==> src/hdl/cmfs_pkg.sv <==
// Shared types and constants for the cube-map face select pipeline.
package cmfs_pkg;

    // Coordinate format: unsigned Q1.15, 1.0 = 32768
    localparam int COORD_BITS = 16;
    localparam logic [COORD_BITS-1:0] HALF_Q15 = 16'd16384;

    // Quotient magnitude |q| = |num|*2^14/|major| lies in 0..16384
    localparam int QBITS = 15;

    // Divider split: quotient bits resolved per pipeline stage
    localparam int DIV_STEPS_PER_STAGE = 3;
    localparam int DIV_STAGES          = QBITS / DIV_STEPS_PER_STAGE;

    typedef enum logic [2:0] {
        FACE_POS_X = 3'd0,
        FACE_NEG_X = 3'd1,
        FACE_POS_Y = 3'd2,
        FACE_NEG_Y = 3'd3,
        FACE_POS_Z = 3'd4,
        FACE_NEG_Z = 3'd5
    } face_t;

    // Per-item control that rides alongside the divider data
    typedef struct packed {
        face_t face;
        logic  neg_u;
        logic  neg_v;
        logic  degenerate;
    } cmfs_tag_t;

endpackage

==> src/hdl/cmfs_select.sv <==
// Front stage: component magnitudes, major-axis pick and per-face numerators.
module cmfs_select #(
    parameter int N = 16
) (
    input  logic                  aclk,
    input  logic                  aresetn,
    input  logic                  in_valid,
    output logic                  in_ready,
    input  logic signed [N-1:0]   dir_x,
    input  logic signed [N-1:0]   dir_y,
    input  logic signed [N-1:0]   dir_z,
    output logic                  out_valid,
    input  logic                  out_ready,
    output logic [N-1:0]          major,
    output logic [N:0]            rem_u,
    output logic [N:0]            rem_v,
    output cmfs_pkg::cmfs_tag_t   tag
);
    import cmfs_pkg::*;

    logic          valid_reg;
    logic [N-1:0]  major_reg, major_next;
    logic [N:0]    rem_u_reg, rem_v_reg;
    logic [N-1:0]  num_u_next, num_v_next;
    cmfs_tag_t     tag_reg, tag_next;

    logic [N-1:0]  ax, ay, az;
    logic          x_neg, y_neg, z_neg;
    logic          x_pos, y_pos, z_pos;   // strictly greater than zero
    logic          load;

    assign x_neg = dir_x[N-1];
    assign y_neg = dir_y[N-1];
    assign z_neg = dir_z[N-1];
    assign x_pos = !dir_x[N-1] && (|dir_x);
    assign y_pos = !dir_y[N-1] && (|dir_y);
    assign z_pos = !dir_z[N-1] && (|dir_z);

    // Most negative value maps to 2^(N-1), still exact in N unsigned bits
    assign ax = x_neg ? (~dir_x + 1'b1) : dir_x;
    assign ay = y_neg ? (~dir_y + 1'b1) : dir_y;
    assign az = z_neg ? (~dir_z + 1'b1) : dir_z;

    always_comb begin
        tag_next = '0;
        if (ax >= ay && ax >= az) begin
            major_next = ax;
            num_u_next = az;
            num_v_next = ay;
            tag_next.neg_v = y_pos;
            if (!x_neg) begin
                tag_next.face  = FACE_POS_X;
                tag_next.neg_u = z_pos;
            end else begin
                tag_next.face  = FACE_NEG_X;
                tag_next.neg_u = z_neg;
            end
        end else if (ay >= az) begin
            major_next = ay;
            num_u_next = ax;
            num_v_next = az;
            tag_next.neg_u = x_neg;
            if (!y_neg) begin
                tag_next.face  = FACE_POS_Y;
                tag_next.neg_v = z_neg;
            end else begin
                tag_next.face  = FACE_NEG_Y;
                tag_next.neg_v = z_pos;
            end
        end else begin
            major_next = az;
            num_u_next = ax;
            num_v_next = ay;
            tag_next.neg_v = y_pos;
            if (!z_neg) begin
                tag_next.face  = FACE_POS_Z;
                tag_next.neg_u = x_neg;
            end else begin
                tag_next.face  = FACE_NEG_Z;
                tag_next.neg_u = x_pos;
            end
        end
        tag_next.degenerate = (major_next == '0);
    end

    assign in_ready = !valid_reg || out_ready;
    assign load     = in_valid && in_ready;

    always_ff @(posedge aclk) begin
        if (!aresetn) begin
            valid_reg <= 1'b0;
        end else if (in_ready) begin
            valid_reg <= in_valid;
        end
    end

    always_ff @(posedge aclk) begin
        if (load) begin
            major_reg <= major_next;
            rem_u_reg <= {1'b0, num_u_next};
            rem_v_reg <= {1'b0, num_v_next};
            tag_reg   <= tag_next;
        end
    end

    assign out_valid = valid_reg;
    assign major     = major_reg;
    assign rem_u     = rem_u_reg;
    assign rem_v     = rem_v_reg;
    assign tag       = tag_reg;

endmodule

==> src/hdl/cmfs_div_stage.sv <==
// One stage of the two-lane restoring divider: STEPS quotient bits per stage.
module cmfs_div_stage #(
    parameter int N           = 16,
    parameter int STEPS       = 3,
    parameter bit FIRST_STAGE = 1'b0
) (
    input  logic                        aclk,
    input  logic                        aresetn,
    input  logic                        in_valid,
    output logic                        in_ready,
    input  logic [N-1:0]                in_major,
    input  logic [N:0]                  in_rem_u,
    input  logic [N:0]                  in_rem_v,
    input  logic [cmfs_pkg::QBITS-1:0]  in_q_u,
    input  logic [cmfs_pkg::QBITS-1:0]  in_q_v,
    input  cmfs_pkg::cmfs_tag_t         in_tag,
    output logic                        out_valid,
    input  logic                        out_ready,
    output logic [N-1:0]                out_major,
    output logic [N:0]                  out_rem_u,
    output logic [N:0]                  out_rem_v,
    output logic [cmfs_pkg::QBITS-1:0]  out_q_u,
    output logic [cmfs_pkg::QBITS-1:0]  out_q_v,
    output cmfs_pkg::cmfs_tag_t         out_tag
);
    import cmfs_pkg::*;

    logic              valid_reg;
    logic [N-1:0]      major_reg;
    logic [N:0]        rem_u_reg, rem_u_next;
    logic [N:0]        rem_v_reg, rem_v_next;
    logic [QBITS-1:0]  q_u_reg, q_u_next;
    logic [QBITS-1:0]  q_v_reg, q_v_next;
    cmfs_tag_t         tag_reg;
    logic [N:0]        dvs;
    logic              load;

    assign dvs = {1'b0, in_major};

    // Remainder stays below the divisor after each step, so the shift never
    // drops a set bit. The very first step takes the numerator unshifted.
    always_comb begin
        rem_u_next = in_rem_u;
        rem_v_next = in_rem_v;
        q_u_next   = in_q_u;
        q_v_next   = in_q_v;
        for (int s = 0; s < STEPS; s++) begin
            if (!(FIRST_STAGE && s == 0)) begin
                rem_u_next = {rem_u_next[N-1:0], 1'b0};
                rem_v_next = {rem_v_next[N-1:0], 1'b0};
            end
            if (rem_u_next >= dvs) begin
                rem_u_next = rem_u_next - dvs;
                q_u_next   = {q_u_next[QBITS-2:0], 1'b1};
            end else begin
                q_u_next   = {q_u_next[QBITS-2:0], 1'b0};
            end
            if (rem_v_next >= dvs) begin
                rem_v_next = rem_v_next - dvs;
                q_v_next   = {q_v_next[QBITS-2:0], 1'b1};
            end else begin
                q_v_next   = {q_v_next[QBITS-2:0], 1'b0};
            end
        end
    end

    assign in_ready = !valid_reg || out_ready;
    assign load     = in_valid && in_ready;

    always_ff @(posedge aclk) begin
        if (!aresetn) begin
            valid_reg <= 1'b0;
        end else if (in_ready) begin
            valid_reg <= in_valid;
        end
    end

    always_ff @(posedge aclk) begin
        if (load) begin
            major_reg <= in_major;
            rem_u_reg <= rem_u_next;
            rem_v_reg <= rem_v_next;
            q_u_reg   <= q_u_next;
            q_v_reg   <= q_v_next;
            tag_reg   <= in_tag;
        end
    end

    assign out_valid = valid_reg;
    assign out_major = major_reg;
    assign out_rem_u = rem_u_reg;
    assign out_rem_v = rem_v_reg;
    assign out_q_u   = q_u_reg;
    assign out_q_v   = q_v_reg;
    assign out_tag   = tag_reg;

endmodule

==> src/hdl/cube_map_face_select.sv <==
// Top level of the cube-map face select pipeline.
//
// Usage:
//   Input channel s_*: one direction vector per item (s_dir_x/y/z, signed).
//   Result channel m_*: face index (0 +X, 1 -X, 2 +Y, 3 -Y, 4 +Z, 5 -Z),
//   face coordinates u, v in unsigned Q1.15 (32768 = 1.0) and a degenerate
//   flag for the all-zero vector (then face 0, u = v = 0.5).
//   Both channels use valid/ready; an item moves when valid and ready are high.
//
// Throughput: one item per clock, sustained while m_ready stays high.
// Pipeline: 7 register stages: 1 major-axis select stage (loaded at the
//   accepting edge), 5 divider stages (3 quotient bits each, 15 bits total,
//   both coordinates in parallel lanes), 1 sign/offset output register.
//
// Reset (aresetn low, synchronous): all stage valid bits clear, pipeline empty.
// Backpressure: each stage holds its item while the next one is full and
//   stalled; bubbles still close up behind a stalled output. No item is
//   dropped or repeated. s_ready falls only once every stage is occupied.
module cube_map_face_select #(
    parameter int COMPONENT_BITS = 16
) (
    input  logic                             aclk,
    input  logic                             aresetn,
    input  logic                             s_valid,
    output logic                             s_ready,
    input  logic signed [COMPONENT_BITS-1:0] s_dir_x,
    input  logic signed [COMPONENT_BITS-1:0] s_dir_y,
    input  logic signed [COMPONENT_BITS-1:0] s_dir_z,
    output logic                             m_valid,
    input  logic                             m_ready,
    output logic [2:0]                       m_face_index,
    output logic [15:0]                      m_u_coord,
    output logic [15:0]                      m_v_coord,
    output logic                             m_degenerate
);
    import cmfs_pkg::*;

    localparam int N = COMPONENT_BITS;

    // Stage links: index 0 is the select stage output, k the k-th divider stage
    logic             vld_w   [DIV_STAGES+1];
    logic             rdy_w   [DIV_STAGES+1];
    logic [N-1:0]     major_w [DIV_STAGES+1];
    logic [N:0]       rem_u_w [DIV_STAGES+1];
    logic [N:0]       rem_v_w [DIV_STAGES+1];
    logic [QBITS-1:0] q_u_w   [DIV_STAGES+1];
    logic [QBITS-1:0] q_v_w   [DIV_STAGES+1];
    cmfs_tag_t        tag_w   [DIV_STAGES+1];

    // Output register
    logic                  m_valid_reg;
    logic [2:0]            face_reg, face_next;
    logic [COORD_BITS-1:0] u_reg, u_next;
    logic [COORD_BITS-1:0] v_reg, v_next;
    logic                  degen_reg;
    logic                  out_load;
    cmfs_tag_t             last_tag;
    logic [COORD_BITS-1:0] q_u_ext, q_v_ext;

    cmfs_select #(
        .N(N)
    ) u_select (
        .aclk      (aclk),
        .aresetn   (aresetn),
        .in_valid  (s_valid),
        .in_ready  (s_ready),
        .dir_x     (s_dir_x),
        .dir_y     (s_dir_y),
        .dir_z     (s_dir_z),
        .out_valid (vld_w[0]),
        .out_ready (rdy_w[0]),
        .major     (major_w[0]),
        .rem_u     (rem_u_w[0]),
        .rem_v     (rem_v_w[0]),
        .tag       (tag_w[0])
    );

    // Quotient accumulators start empty; bits shift in from the bottom
    assign q_u_w[0] = '0;
    assign q_v_w[0] = '0;

    for (genvar k = 0; k < DIV_STAGES; k++) begin : g_div
        cmfs_div_stage #(
            .N           (N),
            .STEPS       (DIV_STEPS_PER_STAGE),
            .FIRST_STAGE (k == 0)
        ) u_div (
            .aclk      (aclk),
            .aresetn   (aresetn),
            .in_valid  (vld_w[k]),
            .in_ready  (rdy_w[k]),
            .in_major  (major_w[k]),
            .in_rem_u  (rem_u_w[k]),
            .in_rem_v  (rem_v_w[k]),
            .in_q_u    (q_u_w[k]),
            .in_q_v    (q_v_w[k]),
            .in_tag    (tag_w[k]),
            .out_valid (vld_w[k+1]),
            .out_ready (rdy_w[k+1]),
            .out_major (major_w[k+1]),
            .out_rem_u (rem_u_w[k+1]),
            .out_rem_v (rem_v_w[k+1]),
            .out_q_u   (q_u_w[k+1]),
            .out_q_v   (q_v_w[k+1]),
            .out_tag   (tag_w[k+1])
        );
    end

    // Final stage: apply the numerator sign (truncation toward zero comes from
    // dividing magnitudes) and add the 0.5 offset.
    assign last_tag = tag_w[DIV_STAGES];
    assign q_u_ext  = {{(COORD_BITS-QBITS){1'b0}}, q_u_w[DIV_STAGES]};
    assign q_v_ext  = {{(COORD_BITS-QBITS){1'b0}}, q_v_w[DIV_STAGES]};

    always_comb begin
        if (last_tag.degenerate) begin
            face_next = FACE_POS_X;
            u_next    = HALF_Q15;
            v_next    = HALF_Q15;
        end else begin
            face_next = last_tag.face;
            u_next    = last_tag.neg_u ? (HALF_Q15 - q_u_ext) : (HALF_Q15 + q_u_ext);
            v_next    = last_tag.neg_v ? (HALF_Q15 - q_v_ext) : (HALF_Q15 + q_v_ext);
        end
    end

    assign rdy_w[DIV_STAGES] = !m_valid_reg || m_ready;
    assign out_load          = vld_w[DIV_STAGES] && rdy_w[DIV_STAGES];

    always_ff @(posedge aclk) begin
        if (!aresetn) begin
            m_valid_reg <= 1'b0;
        end else if (rdy_w[DIV_STAGES]) begin
            m_valid_reg <= vld_w[DIV_STAGES];
        end
    end

    always_ff @(posedge aclk) begin
        if (out_load) begin
            face_reg  <= face_next;
            u_reg     <= u_next;
            v_reg     <= v_next;
            degen_reg <= last_tag.degenerate;
        end
    end

    assign m_valid      = m_valid_reg;
    assign m_face_index = face_reg;
    assign m_u_coord    = u_reg;
    assign m_v_coord    = v_reg;
    assign m_degenerate = degen_reg;

endmodule
==> config.mk <==
export PLATFORM = sky130hd
export DESIGN_NAME = cube_map_face_select
export DESIGN_NICKNAME = d
export VERILOG_FILES = /design/src/hdl/cmfs_pkg.sv /design/src/hdl/cmfs_select.sv /design/src/hdl/cmfs_div_stage.sv /design/src/hdl/cube_map_face_select.sv
export SDC_FILE = /design/constraint.sdc
export NUM_CORES = 2
export LEC_CHECK = 0
export ABC_AREA = 1
export BUFFER_PORTS_ARGS = -buffer_cell sky130_fd_sc_hd__buf_2
export CORE_ASPECT_RATIO = 1.5
export CORE_MARGIN = 3
export CORE_UTILIZATION = 40
export DETAILED_ROUTE_END_ITERATION = 7
export GPL_TIMING_DRIVEN = 0
export PLACE_DENSITY_LB_ADDON = 0.08
export SKIP_LAST_GASP = 1
export SLEW_MARGIN = 20
export SYNTH_ARGS = -nofsm -noshare
export SYNTH_HDL_FRONTEND = slang
export SYNTH_HIERARCHICAL = 1
export SYNTH_SLANG_ARGS = --single-unit
==> constraint.sdc <==
create_clock -name aclk -period 6.5 [get_ports aclk]
set_clock_uncertainty 0.15 [all_clocks]
set_input_delay 1.3 -clock aclk [delete_from_list [all_inputs] [get_ports aclk]]
set_output_delay 1.3 -clock aclk [all_outputs]
set_load 0.1 [all_outputs]
Word level (Yosys, flattened, before mapping)
Cells that the tools add are included.

Register bits after elaboration: 409. Output and inout port bits: 38.

Add/sub/neg operators: 35. Order comparisons: 33. Multiplexer cells: 74. Bitwise operators: 3. Reduce and logical (&&, ||, !) cells: 32.

Operators by type and width (number): 2-to-1 mux 16 bit (38); >= comparator 17 x 16 -> 1 bit (28); subtractor 16 bit (28); >= comparator 16 bit (5); adder 16 x 1 -> 16 bit, second input constant (3); inverter 16 bit (3); OR reduction 16 bit (3); adder 15 x 15 -> 16 bit, first input constant (2); 2-to-1 mux 1 bit (32); subtractor 15 x 15 -> 16 bit, first input constant (2); zero test 16 bit (1); logical AND 1 bit (11); zero test 1 bit (10); 2-to-1 mux 5 bit (2); logical OR 1 bit (7); 2-to-1 mux 2 bit (2).

Longest topological paths before layout
Depth in word-level cells: 9. Depth in mapped cells: 42. Mapped depth without buffers: 41.

Hierarchy
The synthesis kept the hierarchy.

Modules (own cells, without submodules): cmfs_div_stage (g_div[2].u_div ...) (times used 3, cells an instance 1289, area each 9322.7 um^2); cmfs_div_stage (g_div[0].u_div) (times used 1, cells an instance 1239, area each 8916.1 um^2); cmfs_div_stage (g_div[1].u_div) (times used 1, cells an instance 1251, area each 8904.8 um^2); cmfs_select (times used 1, cells an instance 738, area each 5201.2 um^2); cube_map_face_select (times used 1, cells an instance 251, area each 2140.8 um^2).

Worst setup path after synthesis
OpenSTA, ideal clock, no wires.

Path kind: input to register. Start point: input port m_ready. End point: register g_div[0].u_div.major_reg[0] (enable). Data arrival time: 6.015 ns. Required time: 5.791 ns. Setup slack: -0.224 ns. Stages on the path: 12. Cells stage by stage: inv_1 -> nand2_1 -> inv_1 -> nand2_1 -> inv_1 -> nand2_1 -> inv_1 -> nand2_1 -> inv_1 -> nand2_1 -> inv_1 -> a21oi_1.

RTL lines: start: declaration (RTL line cube_map_face_select.sv:30) `input logic m_ready,`; end signal: assignment (RTL line cmfs_div_stage.sv:80) `major_reg <= in_major;`; end: declaration (RTL line cmfs_div_stage.sv:29) `logic [N-1:0] major_reg;`.

Final worst setup path
Start point: register g_div[3].u_div.major_reg[10]. End point: register g_div[4].u_div.q_v_reg[0] (data pin).

Cells in the longest elaborated chain, start to end: 6. Elaborated cells on any way between the ends: 8.

RTL lines: start: declaration (RTL line cmfs_div_stage.sv:29); start signal: assignment (RTL line cmfs_div_stage.sv:80); subtractor 16 bit / >= comparator 17 x 16 -> 1 bit (equally long branches) (RTL line cmfs_div_stage.sv:59, cmfs_div_stage.sv:58); 2-to-1 mux 16 bit (RTL line cmfs_div_stage.sv:58) `if (rem_v_next >= dvs) begin`; subtractor 16 bit / >= comparator 17 x 16 -> 1 bit (equally long branches) (RTL line cmfs_div_stage.sv:59, cmfs_div_stage.sv:58); 2-to-1 mux 16 bit (RTL line cmfs_div_stage.sv:58); >= comparator 17 x 16 -> 1 bit (*) (RTL line cmfs_div_stage.sv:58); 2-to-1 mux 1 bit (*) (RTL line cmfs_div_stage.sv:58); named net g_div[4].u_div.q_v_next[0] (RTL line cmfs_div_stage.sv:33) `logic [QBITS-1:0] q_v_reg, q_v_next;`; end signal: assignment (RTL line cmfs_div_stage.sv:84) `q_v_reg <= q_v_next;`; end: declaration (RTL line cmfs_div_stage.sv:33).

The timed path passes the listed nets; every way through them passes the cells marked *. A chain may end at the register's enable or synchronous reset.

==> summary.md <==
| Metric | Value |
|---|---|
| Run status | `finished, final reports clean` |
| Final Core Density | `0.472` |
| Pin count of the biggest net entering global routing | `26` |
| RSZ-0062 raised after global routing | `true` |
| Post-Synthesis Cells | `6,962` |
| Placement Cell Area | `0.0511 mm²` |
| Worst path bufs/invs | `8` |
| Slowest-stage cell, CP | `inv_1` |
| Die outline width | `289 µm` |
| GPL Wtd Cong | `0.943` |
| GRT Util Overall | `0.268` |
| Cell family with most CP delay | `simple AND/OR/NAND/NOR gates` |
| # DRC | `0` |
| Nets | `7,932` |
| Post-Route WL | `171 mm` |
| Starting Density | `0.404` |
| Worst hold slack | `0.250 ns` |
| CP Max Fanout | `10` |
| Port Buf Inserts | `87` |
| TritonCTS clock tree | `yes` |
| Antenna violations before repair | `2` |
| Maxcap violations | `0` |
| Post-DRT Antenna Nets | `0` |
| Global-route wire length before repair | `257 mm` |
| CTS Hold Bufs | `0` |
| First-iteration detailed-routing DRC count | `1,958` |
| Layout area overhead | `16.8%` |
| Clock tree sinks | `409` |
| Arr. time, crit path | `6.49 ns` |
| Startpoint types | `flip-flop` |
| Clock-pin slew on the worst setup and hold paths | `0.07 ns` |
| Number of global-route vias before repair | `45,900` |
| Layout cells sized above 1 | `0.160` |
| Core footprint | `0.119 mm²` |
| FP Rows | `155` |
| Required time worst endpoint | `6.76 ns` |
| Setup TNS Final | `0 ns` |
| Grt total ovfl | `0` |
| Hold violation total from the final report | `0` |
| Post-Syn Area | `0.0482 mm²` |
| WL per Instance | `19.0 µm` |
| Ys Warns | `6` |
| Die Y | `431 µm` |
| Crit-path most repeated cell | `nand2_1` |
| Max Slew Vio Count | `0` |
| Detailed Routing Iterations Pass 1 | `5` |
| Highest clock rate | `0.160 GHz` |
| CTS Buffer Depth | `3` |
| CP peak stage delay | `0.47 ns` |
| Relative slew slack | `0.342` |
| Clk Latency, worst-skew pair | `0.64 ns` |
| Worst-margin pin slew | `0.978 ns` |
| Crit share post-route | `0.959` |
| DIE AREA | `0.125 mm²` |
| Ports | `90` |
| Post-Layout Inst Area | `0.0563 mm²` |
| Worst min path class | `flip-flop to flip-flop` |
| Final number of setup-violating endpoints | `0` |
| Critical Path End Type | `flip-flop` |
| Dpl hpwl | `140 mm` |
| Mean Syn Cell Area | `6.92 µm²` |
| Routed vias | `45,900` |
| Setup Crit Path Kind | `flip-flop to flip-flop` |
| Num CTS Buffers | `44` |
| CTS H-Tree Depth | `2` |
| Vias/cell | `5.12` |
| CTS Root Cell | `clkbuf_16` |
| Final Critical Period | `6.24 ns` |
cell type report:
class / instances / area (µm²)
Buffer: 119 / 1090
Fill cell: 12300 / 63000
Inverter: 988 / 3960
Clock buffer: 49 / 1130
Multi-Input combinational cell: 5449 / 32300
Timing Repair Buffer: 348 / 3180
Clock inverter: 33 / 409
Tap cell: 1570 / 1960
Antenna cell: 2 / 5.00
Sequential cell: 409 / 12200
worst paths after layout:
| check | endpoint | depth (start not counted) | slack (ns) | from |
|---|---|---|---|---|
| worst max register to register | g_div[4].u_div/out_q_v[0]$_DFFE_PP_ | 38 | 0.26 | g_div[3].u_div/out_major[10]$_DFFE_PP_ |
| worst max-delay path | g_div[4].u_div/out_q_v[0]$_DFFE_PP_ | 38 | 0.26 | g_div[3].u_div/out_major[10]$_DFFE_PP_ |
| worst min-delay path | g_div[1].u_div/out_tag[3]$_DFFE_PP_ | 0 | 0.25 | g_div[0].u_div/out_tag[3]$_DFFE_PP_ |
| worst min register to register | g_div[1].u_div/out_tag[3]$_DFFE_PP_ | 0 | 0.25 | g_div[0].u_div/out_tag[3]$_DFFE_PP_ |
cell usage in the layout, fill, tap and decap left out, types with 32 or more instances in the layout:
cell type and instances:
a21o_1 40, a21oi_1 388, a21oi_2 54, a21oi_4 38, buf_12 48, buf_2 109
buf_4 227, buf_6 44, clkbuf_16 44, clkinvlp_4 68, edfxtp_1 402, ha_1 442
ha_2 35, ha_4 32, inv_1 874, inv_2 42, nand2_1 2231, nand2_2 117
nand2_4 38, nand3_1 432, nand3_2 54, nand3b_1 37, nand4_1 68, nor2_1 407
nor2_2 62, nor3_1 65, o21ai_0 253, o21ai_1 58, xnor2_1 149, xor2_1 209
metal layers:
layer	share of wire	global-route usage	vias to the layer above	routed length, µm
met5	0	0	-	0
met4	0.097	0.217	0	16500
met3	0.026	0.0281	478	4390
met2	0.54	0.531	873	92500
met1	0.34	0.239	21000	57200
li1	-	-	23500	-
metrics by stage:
| stage | setup WS, ns | instances |
|---|---|---|
| after CTS | 0.0100 | 8862 |
| final | 0.264 | 8967 |
| after global routing | -0.0602 | 8966 |
| after floorplan | 0.481 | 6963 |
| after detailed placement | -0.698 | 8635 |
| after global placement | -1.69 | 8620 |
what timing repair did:
action / 4_1_cts / 5_1_grt
setup endpoints to repair: 136 / 138
pin swaps: 4 / 43
resized for setup: 95 / 243
gates cloned: 0 / 2
setup buffers: 145 / 101
Power is left out: the tool's default activity adds up to more than one toggle a clock period on the data nets, which glitch-free logic cannot reach.
